### config.mk
export PLATFORM = sky130hd
export DESIGN_NAME = headset_jack_key_detector
export DESIGN_NICKNAME = d
export VERILOG_FILES = /design/src/sv/hjkd_pkg.sv /design/src/sv/headset_jack_key_detector.sv /design/src/sv/hjkd_cfg.sv /design/src/sv/hjkd_core.sv
export SDC_FILE = /design/constraint.sdc
export NUM_CORES = 1
export LEC_CHECK = 0
export BUFFER_PORTS_ARGS = -buffer_cell sky130_fd_sc_hd__buf_2
export CAP_MARGIN = 40
export CELL_PAD_IN_SITES_DETAIL_PLACEMENT = 1
export CELL_PAD_IN_SITES_GLOBAL_PLACEMENT = 2
export CORE_UTILIZATION = 35
export CTS_CLUSTER_SIZE = 20
export DETAILED_ROUTE_END_ITERATION = 8
export PLACE_DENSITY_LB_ADDON = 0.25
export RECOVER_POWER = 50
export SYNTH_ARGS = -nofsm -noshare
export SYNTH_HDL_FRONTEND = slang
export SYNTH_SLANG_ARGS = --single-unit
### constraint.sdc
create_clock -name clk -period 5.2 [get_ports clk]
set_clock_uncertainty 0.2 [all_clocks]
set_input_delay 0.78 -clock clk [delete_from_list [all_inputs] [get_ports clk]]
set_output_delay 0.78 -clock clk [all_outputs]
set_load 0.05 [all_outputs]
### src/sv/hjkd_pkg.sv
// ----------------------------------------------------------------------------
// hjkd_pkg
// Shared types and constants for the headset jack and key detector.
// ----------------------------------------------------------------------------
`default_nettype none

package hjkd_pkg;

    localparam int CNT_W  = 10;
    localparam int HOLD_W = 8;
    localparam int ADDR_W = 5;
    localparam int DATA_W = 32;

    typedef enum logic [1:0] {
        POLE_NONE  = 2'd0,
        POLE_THREE = 2'd1,
        POLE_FOUR  = 2'd2
    } pole_t;

    typedef enum logic [2:0] {
        REG_PRESS    = 3'd0,
        REG_RELEASE  = 3'd1,
        REG_CLASSIFY = 3'd2,
        REG_CEILING  = 3'd3,
        REG_SKIP     = 3'd4
    } reg_idx_t;

    localparam logic OP_SCAN  = 1'b0;
    localparam logic OP_JACK  = 1'b1;
    localparam logic EVT_KEY  = 1'b0;
    localparam logic EVT_JACK = 1'b1;

    localparam logic [CNT_W-1:0]  PRESS_RST    = CNT_W'(2);
    localparam logic [CNT_W-1:0]  RELEASE_RST  = CNT_W'(3);
    localparam logic [CNT_W-1:0]  CLASSIFY_RST = CNT_W'(30);
    localparam logic [CNT_W-1:0]  CEILING_RST  = CNT_W'(1000);
    localparam logic [HOLD_W-1:0] SKIP_RST     = HOLD_W'(100);

    typedef struct packed {
        logic [CNT_W-1:0]  press;
        logic [CNT_W-1:0]  release_cnt;
        logic [CNT_W-1:0]  classify;
        logic [CNT_W-1:0]  ceiling;
        logic [HOLD_W-1:0] skip;
    } cfg_t;

    typedef struct packed {
        logic op;
        logic key;
        logic jack;
        logic susp;
    } item_t;

    typedef struct packed {
        logic  vld;
        logic  kind;
        logic  down;
        pole_t jtype;
    } res_t;

endpackage

`default_nettype wire

### src/sv/headset_jack_key_detector.sv
// A word accepted is held in the input register; its result, if any, is
// written to the output register when that register is free to take it.
// Throughput: one word per cycle while the output is not stalled; the state
// update for a word is combinational between the input and result registers.
// Reset: rst_n clears all detector state, empties both registers and loads
// the threshold registers with their defaults.
// ----------------------------------------------------------------------------
// headset_jack_key_detector
// Headset jack type and key press detector with an APB threshold port.
// ----------------------------------------------------------------------------
`default_nettype none

module headset_jack_key_detector (
    input  wire logic                        clk,
    input  wire logic                        rst_n,
    input  wire logic                        psel,
    input  wire logic                        penable,
    input  wire logic                        pwrite,
    input  wire logic [hjkd_pkg::ADDR_W-1:0] paddr,
    input  wire logic [hjkd_pkg::DATA_W-1:0] pwdata,
    output      logic [hjkd_pkg::DATA_W-1:0] prdata,
    output      logic                        pready,
    input  wire logic                        in_valid,
    output      logic                        in_stall,
    input  wire logic                        operation,
    input  wire logic                        key_pin,
    input  wire logic                        jack_pin,
    input  wire logic                        suspended,
    output      logic                        out_valid,
    input  wire logic                        out_stall,
    output      logic                        event_kind,
    output      logic                        key_down,
    output      logic [1:0]                  jack_type
);
    import hjkd_pkg::*;

    cfg_t  cfg;
    item_t item_reg;
    res_t  res;
    logic  in_vld_reg, in_vld_next;
    logic  out_vld_reg, out_vld_next;
    logic  kind_reg, down_reg;
    pole_t jtype_reg;
    logic  advance;
    logic  accept_in;

    hjkd_cfg u_cfg (
        .clk     (clk),
        .rst_n   (rst_n),
        .psel    (psel),
        .penable (penable),
        .pwrite  (pwrite),
        .paddr   (paddr),
        .pwdata  (pwdata),
        .prdata  (prdata),
        .pready  (pready),
        .cfg     (cfg)
    );

    hjkd_core u_core (
        .clk     (clk),
        .rst_n   (rst_n),
        .advance (advance),
        .item    (item_reg),
        .cfg     (cfg),
        .res     (res)
    );

    assign advance   = in_vld_reg && (!out_vld_reg || !out_stall);
    assign in_stall  = in_vld_reg && !advance;
    assign accept_in = in_valid && !in_stall;

    assign out_valid  = out_vld_reg;
    assign event_kind = kind_reg;
    assign key_down   = down_reg;
    assign jack_type  = jtype_reg;

    always_comb
    begin
        in_vld_next = in_vld_reg;
        if (accept_in)
        begin
            in_vld_next = 1'b1;
        end
        else if (advance)
        begin
            in_vld_next = 1'b0;
        end
    end

    always_comb
    begin
        out_vld_next = out_vld_reg;
        if (advance)
        begin
            out_vld_next = res.vld;
        end
        else if (!out_stall)
        begin
            out_vld_next = 1'b0;
        end
    end

    always_ff @(posedge clk or negedge rst_n)
    begin
        if (!rst_n)
        begin
            in_vld_reg  <= 1'b0;
            out_vld_reg <= 1'b0;
        end
        else
        begin
            in_vld_reg  <= in_vld_next;
            out_vld_reg <= out_vld_next;
        end
    end

    always_ff @(posedge clk)
    begin
        if (accept_in)
        begin
            item_reg <= '{op: operation, key: key_pin, jack: jack_pin, susp: suspended};
        end
        if (advance && res.vld)
        begin
            kind_reg  <= res.kind;
            down_reg  <= res.down;
            jtype_reg <= res.jtype;
        end
    end

    a_stall_cause: assert property (@(posedge clk) disable iff (!rst_n)
        in_stall |-> (out_vld_reg && out_stall && in_vld_reg))
        else $error("input stalled without a held result");

    a_word_held: assert property (@(posedge clk) disable iff (!rst_n)
        (in_vld_reg && !advance) |=> in_vld_reg)
        else $error("pending word dropped");

    a_key_report: assert property (@(posedge clk) disable iff (!rst_n)
        (out_vld_reg && kind_reg == EVT_KEY) |-> (jtype_reg == POLE_NONE))
        else $error("key report carries a jack type");

    a_jack_report: assert property (@(posedge clk) disable iff (!rst_n)
        (out_vld_reg && kind_reg == EVT_JACK) |-> !down_reg)
        else $error("jack report carries a key level");

endmodule

`default_nettype wire

### src/sv/hjkd_cfg.sv
// ----------------------------------------------------------------------------
// hjkd_cfg
// APB register bank holding the detector thresholds.
// ----------------------------------------------------------------------------
`default_nettype none

module hjkd_cfg (
    input  wire logic                       clk,
    input  wire logic                       rst_n,
    input  wire logic                       psel,
    input  wire logic                       penable,
    input  wire logic                       pwrite,
    input  wire logic [hjkd_pkg::ADDR_W-1:0] paddr,
    input  wire logic [hjkd_pkg::DATA_W-1:0] pwdata,
    output      logic [hjkd_pkg::DATA_W-1:0] prdata,
    output      logic                       pready,
    output      hjkd_pkg::cfg_t             cfg
);
    import hjkd_pkg::*;

    cfg_t cfg_reg;
    cfg_t cfg_next;
    logic wr_en;
    logic [2:0] idx;

    assign pready = 1'b1;
    assign wr_en  = psel && penable && pwrite;
    assign idx    = paddr[4:2];
    assign cfg    = cfg_reg;

    always_comb
    begin
        cfg_next = cfg_reg;
        if (wr_en)
        begin
            unique case (idx)
                REG_PRESS:    cfg_next.press       = pwdata[CNT_W-1:0];
                REG_RELEASE:  cfg_next.release_cnt = pwdata[CNT_W-1:0];
                REG_CLASSIFY: cfg_next.classify    = pwdata[CNT_W-1:0];
                REG_CEILING:  cfg_next.ceiling     = pwdata[CNT_W-1:0];
                REG_SKIP:     cfg_next.skip        = pwdata[HOLD_W-1:0];
                default:      cfg_next = cfg_reg;
            endcase
        end
    end

    always_comb
    begin
        unique case (idx)
            REG_PRESS:    prdata = DATA_W'(cfg_reg.press);
            REG_RELEASE:  prdata = DATA_W'(cfg_reg.release_cnt);
            REG_CLASSIFY: prdata = DATA_W'(cfg_reg.classify);
            REG_CEILING:  prdata = DATA_W'(cfg_reg.ceiling);
            REG_SKIP:     prdata = DATA_W'(cfg_reg.skip);
            default:      prdata = '0;
        endcase
    end

    always_ff @(posedge clk or negedge rst_n)
    begin
        if (!rst_n)
        begin
            cfg_reg.press       <= PRESS_RST;
            cfg_reg.release_cnt <= RELEASE_RST;
            cfg_reg.classify    <= CLASSIFY_RST;
            cfg_reg.ceiling     <= CEILING_RST;
            cfg_reg.skip        <= SKIP_RST;
        end
        else
        begin
            cfg_reg <= cfg_next;
        end
    end

endmodule

`default_nettype wire

### src/sv/hjkd_core.sv
// ----------------------------------------------------------------------------
// hjkd_core
// Detector state and the single-pass decision logic for one word.
// ----------------------------------------------------------------------------
`default_nettype none

module hjkd_core (
    input  wire logic            clk,
    input  wire logic            rst_n,
    input  wire logic            advance,
    input  wire hjkd_pkg::item_t item,
    input  wire hjkd_pkg::cfg_t  cfg,
    output      hjkd_pkg::res_t  res
);
    import hjkd_pkg::*;

    logic [CNT_W-1:0]  cnt_reg,  cnt_next;
    logic              prev_reg, prev_next;
    logic              pressed_reg, pressed_next;
    logic              present_reg, present_next;
    pole_t             pole_reg, pole_next;
    logic [HOLD_W-1:0] hold_reg, hold_next;
    logic [CNT_W-1:0]  cnt_scan;

    always_comb
    begin
        cnt_scan = '0;
        if (item.key == prev_reg)
        begin
            cnt_scan = (cnt_reg < cfg.ceiling) ? cnt_reg + CNT_W'(1) : cnt_reg;
        end
    end

    always_comb
    begin
        cnt_next     = cnt_reg;
        prev_next    = prev_reg;
        pressed_next = pressed_reg;
        present_next = present_reg;
        pole_next    = pole_reg;
        hold_next    = hold_reg;
        res          = '{vld: 1'b0, kind: EVT_KEY, down: 1'b0, jtype: POLE_NONE};

        if (item.op == OP_JACK)
        begin
            cnt_next = '0;
            if (item.jack)
            begin
                present_next = 1'b1;
            end
            else
            begin
                present_next = 1'b0;
                pole_next    = POLE_NONE;
                res          = '{vld: 1'b1, kind: EVT_JACK, down: 1'b0, jtype: POLE_NONE};
            end
        end
        else if (item.susp && (hold_reg < cfg.skip))
        begin
            hold_next = hold_reg + HOLD_W'(1);
        end
        else
        begin
            hold_next = '0;
            cnt_next  = cnt_scan;
            prev_next = item.key;
            if (item.key)
            begin
                priority if (cnt_scan == cfg.release_cnt && pressed_reg)
                begin
                    pressed_next = 1'b0;
                    res = '{vld: 1'b1, kind: EVT_KEY, down: 1'b0, jtype: POLE_NONE};
                end
                else if (cnt_scan == cfg.classify && present_reg)
                begin
                    pole_next = POLE_FOUR;
                    res = '{vld: 1'b1, kind: EVT_JACK, down: 1'b0, jtype: POLE_FOUR};
                end
                else
                begin
                    res.vld = 1'b0;
                end
            end
            else
            begin
                priority if (cnt_scan == cfg.press && pole_reg == POLE_FOUR && !pressed_reg)
                begin
                    pressed_next = 1'b1;
                    res = '{vld: 1'b1, kind: EVT_KEY, down: 1'b1, jtype: POLE_NONE};
                end
                else if (cnt_scan == cfg.classify && present_reg)
                begin
                    if (!pressed_reg)
                    begin
                        pole_next = POLE_THREE;
                        res = '{vld: 1'b1, kind: EVT_JACK, down: 1'b0, jtype: POLE_THREE};
                    end
                    else
                    begin
                        pressed_next = 1'b0;
                        res = '{vld: 1'b1, kind: EVT_KEY, down: 1'b0, jtype: POLE_NONE};
                    end
                end
                else
                begin
                    res.vld = 1'b0;
                end
            end
        end
    end

    always_ff @(posedge clk or negedge rst_n)
    begin
        if (!rst_n)
        begin
            cnt_reg     <= '0;
            prev_reg    <= 1'b0;
            pressed_reg <= 1'b0;
            present_reg <= 1'b0;
            pole_reg    <= POLE_NONE;
            hold_reg    <= '0;
        end
        else if (advance)
        begin
            cnt_reg     <= cnt_next;
            prev_reg    <= prev_next;
            pressed_reg <= pressed_next;
            present_reg <= present_next;
            pole_reg    <= pole_next;
            hold_reg    <= hold_next;
        end
    end

endmodule

`default_nettype wire

==> results.cfg <==
[worst_setup_path]
reg2reg_capture_point = key_down$_SDFFCE_PP0P_
crit_path_end = key_down$_SDFFCE_PP0P_
r2r_setup_slack_ns = 0.37
launching_element_of_the_worst_setup_path = u_cfg.cfg[13]$_DFFE_PN1P_
setup.worst_path.class = register to register
worst-endpoint-arrival_ns = 4.64
critPathCaptureType = register
worstRegToRegCells = 12
cp_max_fo = 11
start_kind = register
startpoint_of_the_lowest_slack_register_to_register_path = u_cfg.cfg[13]$_DFFE_PN1P_
cp.required_ns = 5.01

[pwr]
power_density_nw_per_um2 = 331
worst_ir_drop_vdd_v = 0.000201
total_leakage_power_nw = 2.66

[sta]
finalWorstPathRequiredPeriod_ns = 4.83
rsz0062_at_grt = no
final-max-slew-violation-count = 59
fmax_mhz = 207
worst-slew-pin-transition_ns = 3.25
setup-violations-final = 0
timing.max_slew.rel_slack_pct = -117
hold_violations = 0
fin_tns_setup_ns = 0
fin_crit_sh_pct = 92.9

[routing]
vias_cell = 5.61
postRouteWirelength_um = 17900
detailedRoute.firstPassIterationCount = 4
count_of_antenna_violating_nets_left_after_detailed_routing = 0
drcViolationCount = 0
first_iter_violations = 254
wl_per_cell_um = 21.0
route.vias.total = 4775

[cts]
tritoncts.num_buffers = 9
cts-root-buf = clkbuf_16
clock_tree_from_tritoncts = yes
htree_levels = 3
cts.sinks = 81
insertion_delay_ns = 0.35
clk_pin_slew_worst_paths_ns = 0.07
clk_path_buf_depth = 2

[layout]
insertedDiodeCount = 0
layout_commonest_cell = dfrtp_1
post_route_core_utilization_pct = 40.6
finish.net_count = 701
final_instance_area_um2 = 6260
most-common-layout-cells = 57 x dfrtp_1, 52 x nand2_1, 48 x o21ai_0
layout-area-overhead-vs-synth_pct = 11.5
largest_register_ffs = 48
layout-drive-gt1-share_pct = 20.2

[placed_design]
hpwl_um = 13600
detailed_place.area_um2 = 6020
routabilityCongestion = 0.890
buffer_ports.inserted = 39

[global_routing]
grt_remaining_overflow = 0
grt_first_pass_wirelength_um = 28600
grt_antenna_before_repair = 0
first_global_vias = 4962
grt_start_max_net_pins = 59
gr-usage-all-layers_pct = 23.2

[synthesis]
postSynthAreaPerCell_um2 = 9.42
yosys_most_used_dff = dfrtp_1
yosysUniqueCellTypes = 71
synth_area_um2 = 5610
number_of_enable_type_register_cells_in_the_synthesized_netlist = 8
synthesis.instances = 596
ys_seq_elements = 81
warnings_from_yosys = 0
yosysSeqAreaShare_pct = 37.2
async_reset_ff_share_pct = 90.1

[job]
maximum_capacitance_violations = 1

[die]
die_h_um = 129
core.rowCount = 45
design.portCount = 87
die_area_um2 = 16500
floorplan.initialDensity_pct = 36.4
core_area_um2 = 15400
chipWidth_um = 129

[run_status]
status = complete, but fails checks
violations = capacitance limit, slew limit

[min_path]
worstHoldPathType = register to register
hold_depth = 1
==> metrics by stage <==
| step | total power (W) | std cells | setup slack [ns] | hold WS [ns] |
|---|---|---|---|---|
| 3_5_place_dp | 0.00148 | 835 | 0.436 | 0.299 |
| 4_1_cts | 0.00211 | 851 | 0.401 | 0.0938 |
| 6_report | 0.00207 | 851 | 0.369 | 0.305 |
| 2_1_floorplan | 0.00129 | 617 | 1.24 | 0.268 |
| 5_1_grt | 0.00219 | 851 | 0.0410 | 0.327 |
| 3_3_place_gp | 0.00145 | 833 | 0.515 | 0.300 |
==> layout make-up <==
cell class	instances	area [um2]
inverter	24	90.1
tap	211	264
clock inverter	6	40.0
fill	1830	9170
timing repair buffer	58	319
clock buffer	10	229
multi-input combinational	461	3230
sequential	81	2090
==> critical path, stage by stage (launching register included) <==
cell	delay, ns
dfstp_2	0.54
inv_1	0.05
ha_1	0.30
a21oi_1	0.15
o21ai_0	0.20
a21o_1	0.43
a2111oi_4	0.52
mux2_2	0.39
nor4_1	0.30
o2111ai_1	0.34
nor4_1	0.52
nor2_1	0.13
o211ai_1	0.41
==> report_power, final <==
group / leakage [nW] / total [W] / switching (W) / internal, W
logic: 1.56 / 0.000597 / 0.000379 / 0.000218
clock network: 0.133 / 0.000605 / 0.000280 / 0.000325
registers: 0.969 / 0.000871 / 0.000113 / 0.000759
==> synth_stat cells (all sizes together) (3+ instances only) <==
library cell	number	area, um2
edfxtp	8	240
o211ai	8	60.1
or4	3	26.3
inv	24	90.1
a22o	4	35.0
o31ai	6	45.0
a211oi	8	65.1
buf	32	226
or3	7	48.8
a21o	9	67.6
mux2i	18	180
o21ai	55	275
nor2	30	113
a32oi	3	26.3
o41ai	5	43.8
a21oi	26	130
dfrtp	57	1430
mux2	33	372
dfstp	16	420
o22ai	8	50.1
nor4	12	81.3
a2111oi	5	106
nand4	6	37.5
nand3	17	85.1
and3	9	56.3
nor3	10	50.1
o2bb2ai	3	26.3
xnor2	10	87.6
nand2	52	195
clkbuf	19	71.3
o2111ai	4	35.0
nand2b	13	88.8
nor2b	12	75.1
xor2	10	87.6
ha	18	225
==> per-layer routing <==
metal,global-route usage [%],vias up,routed length [um]
met5,0,-,0
met4,7.96,0,350
met3,4.66,19,781
met2,38.0,97,8590
met1,30.5,2426,8180
li1,-,2233,-
==> kinds of logic (layout without fill, tap and decap cells) <==
family	after synthesis	after routing	synth area share (%)
AOI/OAI and AO/OA	164	164	20.6
xor gates and xnor gates	22	22	3.92
adders and majority gates	18	18	4.01
buffers and inverters	75	98	6.91
DFF	81	81	37.2
muxes	53	53	10.6
other	2	23	0.134
and+or+nand+nor	181	181	16.6
==> worst min-delay path by stage <==
stage	from	end	slack [ns]
after floorplan	u_core.hold_reg[4]$_DFFE_PN0P_	u_core.hold_reg[4]$_DFFE_PN0P_	0.27
after global placement	u_core.hold_reg[4]$_DFFE_PN0P_	u_core.hold_reg[4]$_DFFE_PN0P_	0.30
after detailed placement	u_core.hold_reg[4]$_DFFE_PN0P_	u_core.hold_reg[4]$_DFFE_PN0P_	0.30
after CTS	rst_n	u_cfg.cfg[47]$_DFFE_PN0P_	0.09
after global routing	u_core.hold_reg[4]$_DFFE_PN0P_	u_core.hold_reg[4]$_DFFE_PN0P_	0.33
final	u_core.hold_reg[4]$_DFFE_PN0P_	u_core.hold_reg[4]$_DFFE_PN0P_	0.30
==> repair_timing <==
item,CTS,global route
hold buffers,0,0
resized for setup,0,1
buffers inserted,0,0
endpoints found under the hold margin,0,0
endpoints found under the setup margin,0,4
(Power assumes the default switching activity.)
